==> src/rtl/law_pkg.sv <==
// ----------------------------------------------------------------------------
// law_pkg
// shared types, cell codes and rule helpers for the walled life grid
// ----------------------------------------------------------------------------
package law_pkg;

    localparam int unsigned DEF_MAX_CELLS = 65536;
    localparam int unsigned DIM_W         = 9;
    localparam int unsigned POS_W         = 8;
    localparam logic [DIM_W-1:0] DIM_MAX  = 9'd256;

    localparam logic [1:0] CELL_DEAD  = 2'd0;
    localparam logic [1:0] CELL_ALIVE = 2'd1;
    localparam logic [1:0] CELL_WALL  = 2'd2;

    localparam logic [3:0] BIRTH_COUNT = 4'd3;
    localparam logic [3:0] SURVIVE_MIN = 4'd2;
    localparam logic [3:0] SURVIVE_MAX = 4'd3;

    // neighbour offset codes
    localparam logic [1:0] OFS_MINUS = 2'd0;
    localparam logic [1:0] OFS_ZERO  = 2'd1;
    localparam logic [1:0] OFS_PLUS  = 2'd2;

    localparam logic [3:0] K_CENTRE = 4'd4;
    localparam logic [3:0] K_LAST   = 4'd8;

    typedef struct packed {
        logic [POS_W-1:0] col;
        logic [POS_W-1:0] row;
        logic [1:0]       dx;
        logic [1:0]       dy;
        logic             direct;
    } law_nbr_req_t;

    // step number of the 3x3 window to row/column offsets
    function automatic logic [3:0] law_win_ofs(input logic [3:0] k);
        logic [3:0] r;
        case (k)
            4'd0: r = {OFS_MINUS, OFS_MINUS};
            4'd1: r = {OFS_MINUS, OFS_ZERO};
            4'd2: r = {OFS_MINUS, OFS_PLUS};
            4'd3: r = {OFS_ZERO,  OFS_MINUS};
            4'd4: r = {OFS_ZERO,  OFS_ZERO};
            4'd5: r = {OFS_ZERO,  OFS_PLUS};
            4'd6: r = {OFS_PLUS,  OFS_MINUS};
            4'd7: r = {OFS_PLUS,  OFS_ZERO};
            4'd8: r = {OFS_PLUS,  OFS_PLUS};
            default: r = {OFS_ZERO, OFS_ZERO};
        endcase
        return r;
    endfunction

    function automatic logic [1:0] law_rule(input logic [1:0] c, input logic [3:0] n);
        logic [1:0] r;
        r = c;
        if (c == CELL_DEAD && n == BIRTH_COUNT) r = CELL_ALIVE;
        if (c == CELL_ALIVE && (n < SURVIVE_MIN || n > SURVIVE_MAX)) r = CELL_DEAD;
        return r;
    endfunction

    function automatic logic [DIM_W-1:0] law_dim_clamp(input logic [DIM_W-1:0] v);
        logic [DIM_W-1:0] r;
        r = v;
        if (v == '0) r = 9'd1;
        else if (v > DIM_MAX) r = DIM_MAX;
        return r;
    endfunction

endpackage

==> src/rtl/law_nbr_addr.sv <==
// ----------------------------------------------------------------------------
// law_nbr_addr
// wrapped neighbour address unit, one address per cycle, registered
// ----------------------------------------------------------------------------
module law_nbr_addr #(
    parameter int unsigned MAX_CELLS = 65536,
    parameter int unsigned AW        = 16
) (
    input  logic                 aclk,
    input  law_pkg::law_nbr_req_t req,
    input  logic [AW-1:0]        direct_addr,
    input  logic [8:0]           wc,
    input  logic [8:0]           hc,
    output logic [AW-1:0]        addr_reg,
    output logic                 oob_reg
);
    import law_pkg::*;

    localparam int unsigned LW = (AW > 17) ? AW : 17;

    logic [POS_W-1:0] x, y;
    logic [DIM_W-1:0] wm1, hm1;
    logic [16:0]      lin;
    logic [LW-1:0]    lin_ext;
    logic [AW-1:0]    addr_next;
    logic             oob_next;

    always_comb begin
        wm1 = wc - 9'd1;
        hm1 = hc - 9'd1;
        case (req.dx)
            OFS_MINUS: x = (req.col == '0) ? wm1[POS_W-1:0] : req.col - 8'd1;
            OFS_PLUS:  x = ({1'b0, req.col} == wm1) ? '0 : req.col + 8'd1;
            default:   x = req.col;
        endcase
        case (req.dy)
            OFS_MINUS: y = (req.row == '0) ? hm1[POS_W-1:0] : req.row - 8'd1;
            OFS_PLUS:  y = ({1'b0, req.row} == hm1) ? '0 : req.row + 8'd1;
            default:   y = req.row;
        endcase
        lin       = 17'(wc) * 17'(y) + 17'(x);
        lin_ext   = LW'(lin);
        addr_next = req.direct ? direct_addr : lin_ext[AW-1:0];
        // past the end of the store reads as dead
        oob_next  = !req.direct && ({15'b0, lin} >= 32'(MAX_CELLS));
    end

    always_ff @(posedge aclk) begin
        addr_reg <= addr_next;
        oob_reg  <= oob_next;
    end

endmodule

==> config.mk <==
export PLATFORM = sky130hd
export DESIGN_NAME = law_nbr_addr
export DESIGN_NICKNAME = d
export VERILOG_FILES = /design/src/rtl/law_pkg.sv /design/src/rtl/law_nbr_addr.sv
export SDC_FILE = /design/constraint.sdc
export NUM_CORES = 1
export LEC_CHECK = 0
export ABC_CLOCK_PERIOD_IN_PS = 13100
export BUFFER_PORTS_ARGS = -buffer_cell sky130_fd_sc_hd__clkbuf_2
export CORE_UTILIZATION = 50
export DETAILED_ROUTE_END_ITERATION = 16
export PLACE_DENSITY = 0.73
export SKIP_LAST_GASP = 1
export SYNTH_ARGS = -nofsm -noshare
export SYNTH_HDL_FRONTEND = slang
export SYNTH_SLANG_ARGS = --single-unit
==> constraint.sdc <==
create_clock -name aclk -period 13.1 [get_ports aclk]
set_input_delay 2.62 -clock aclk [delete_from_list [all_inputs] [get_ports aclk]]
set_output_delay 2.62 -clock aclk [all_outputs]
set_load 0.02 [all_outputs]
==> reports/qor.txt <==
Synthesized instance count - 625
Tot GR Track Use - 0.237
Unrepaired setup endpoints after global routing - no
Leakage power - 2.68 nW
Final Slew Violations - 0
Vias - 4549
Worst Min Path Start - direct_addr[4]
Largest net degree at the start of global routing - 64
Vias in the first global route - 4316
Hold buffer count at cts - 0
Status - finished clean
Final core occ - 0.551
TNS Setup - 0 ns
Die X - 102 µm
Die H - 102 µm
Crit-path max FO - 63
CTS Root Cell - clkbuf_8
Post-Syn Area - 4980 µm²
Max reg flops - 16
DR pass1 iterations - 4
Critical path capture point type - flop
CTS clock-pin slew for the worst setup and hold paths - 0.07 ns
Final WL - 11200 µm
Initial antenna violation count - 0
Async set-reset flop share out of synthesis - 0
Dpl cells - 792
Switching Power - 0.349 mW
Clock power share - 0.058
Site Rows - 36
Sw Share - 0.516
CP required - 13.24 ns
Final std cells w/o fill - 796
Final setup fails - 0
I/O pin cnt - 73
Core ar. - 9730 µm²
WHS Path Cells - 3
Achievable frequency - 113 MHz
Fill cells - 968
Critical path depth in cells - 22
Grt ovf - 0
Routed Antenna Nets - 0
Hold WS - 2.55 ns
Rel. slew slack - 0.457
Main synth FF type - dfxtp_1
Routability cong. - 0.891
Share of layout cells above drive strength 1 - 0.152
Worst Tran Pin Value - 0.810 ns
Post-CTS resize count - 0
N_diodes - 0
Final Net Count - 814
Worst path max stage delay - 0.60 ns
CP bufs+invs - 4
DR DRC count - 0
Register area - 340 µm²
H-tree Lvls - 1
Post-route design area - 5360 µm²
Endpoint, Worst Hold - addr_reg[4]$_DFF_P_
Initial Utilization - 0.512
Hold crit path type - in -> reg
Area growth, synth to finish - 7.74%
Crit start category - primary input
Post-synth EDFFs - 0
Setup Fix Bufs, Post-CTS - 0
Num Clock Sinks - 17
Number of port buffers - 72
HPWL Detailed - 9110 µm
Final period util - 0.676
Post-synth cell types - 71
Combinational power share - 0.823
Cell internal pwr - 0.328 mW
Reg power frac - 0.119
Sequential share of the synthesized area - 0.0684
CP most frequent cell - fa_1
Crit Path Class - in -> reg
Worst VDD drop - 91.6 µV
Max Cap Viol - 0
Vias per cell - 5.71
Yosys warns - 0
WL/cell - 14.1 µm
Seq cells post-synth - 17
PD cells - 126 nW/µm²
CP arrival - 9.00 ns
First-pass GRT wire length - 19900 µm
Area of the multi-input gates - 4110 µm²
Leading cell types in the layout, fill and taps excluded - inv_1, clkbuf_2, fa_1, and3_1, ha_1
Mean post-synth cell area - 7.97 µm²
Final hold vios - 0
Initial drt markers - 279
Critical path's slowest cell - nand4_4
TritonCTS clock tree - yes
Clock buffer depth - 2
Die ar. - 10400 µm²
Most common cell after layout, fill and taps aside - inv_1
Top Family by Delay on Critical Path - adder cells
TritonCTS buffer count - 3
Final min period - 8.85 ns
Synthesized Nets - 775
Post-placement cell area - 5320 µm²
Crit-path cells - clkbuf_2 > inv_1 > ha_1 > nor3b_1 > xnor2_1 > a21bo_2 > nor4_2 > nand4_4 > and3_1 > fa_1 > fa_1 > fa_1 > inv_1 > fa_1 > inv_1 > ha_1 > a21oi_1 > o21bai_1 > or3_1 > o21ai_0 > xnor2_1 > mux2_2
==> power by group through the flow <==
stage	Sequential, mW	Clock, mW	Combinational [mW]
2_1_floorplan	0.111	0	0.411
3_3_place_gp	0.0814	0	0.548
3_5_place_dp	0.0822	0	0.560
4_1_cts	0.0810	0.0408	0.563
5_1_grt	0.0834	0.0430	0.658
6_report	0.0806	0.0394	0.558
==> worst max-delay path by stage <==
stage	start	to	slack, ns
after global placement	hc[0]	addr_reg[14]$_DFF_P_	4.22
final	hc[0]	addr_reg[14]$_DFF_P_	4.25
after floorplan	hc[0]	addr_reg[14]$_DFF_P_	4.91
after CTS	hc[0]	addr_reg[14]$_DFF_P_	4.26
after detailed placement	hc[0]	addr_reg[14]$_DFF_P_	4.00
after global routing	hc[0]	addr_reg[14]$_DFF_P_	3.77
==> routing by layer <==
| layer | vias to the layer above | GRT usage | part of all wire |
|---|---|---|---|
| li1 | 2235 | - | - |
| met1 | 2191 | 0.307 | 0.43 |
| met2 | 109 | 0.436 | 0.52 |
| met3 | 14 | 0.0228 | 0.043 |
| met4 | 0 | 0.0312 | 0.013 |
| met5 | - | 0 | 0 |
==> layout make-up <==
cell class	instances	share of cell area
clock buffers	3	0.00770
repair buffers	72	0.0672
multi-input cells	478	0.765
clock inverters	1	0.000933
inverters	92	0.0644
well taps	133	0.0310
flip-flops and latches	17	0.0634
==> logic make-up (layout without fill, tap and decap cells) <==
kind of cell    count (synthesis)  in the layout  share of synthesized area
flops                          17             17                     0.0684
xor+xnor                       33             33                     0.0679
simple gates                  222            222                      0.252
compound gates                115            115                      0.164
mux                            14             14                     0.0294
fa+ha+maj                      94             94                      0.312
buf+inv                       130            168                      0.107
==> cell usage after synthesis, types with 4 or more instances <==
master    number  area share
a211oi_1       6      0.0090
buf_6          5       0.011
o311a_1        5       0.010
o21bai_1       4      0.0060
nor3_1        17       0.017
nand2_1       41       0.031
xnor2_1       15       0.026
o31ai_1        7       0.011
clkbuf_1      25       0.019
and3_1        46       0.058
a21oi_1       21       0.021
o211ai_1       6      0.0090
mux2i_1        9       0.018
ha_1          44        0.11
o21ai_0       25       0.025
a21o_1         5      0.0075
dfxtp_1       17       0.068
buf_2          6      0.0060
fa_1          50        0.20
nor2b_1        7      0.0088
inv_1         91       0.069
o21a_1         6      0.0090
xor2_1        14       0.025
nand2b_1       9       0.011
mux2_2         5       0.011
nor2_1        34       0.026
nand3_1       36       0.036
==> per-stage QoR <==
stage | setup WS [ns] | power [mW]
2_1_floorplan | 4.91 | 0.522
3_3_place_gp | 4.22 | 0.630
3_5_place_dp | 4.00 | 0.642
4_1_cts | 4.26 | 0.685
5_1_grt | 3.77 | 0.784
6_report | 4.25 | 0.678
No activity file was read; power rests on OpenSTA's default activity.
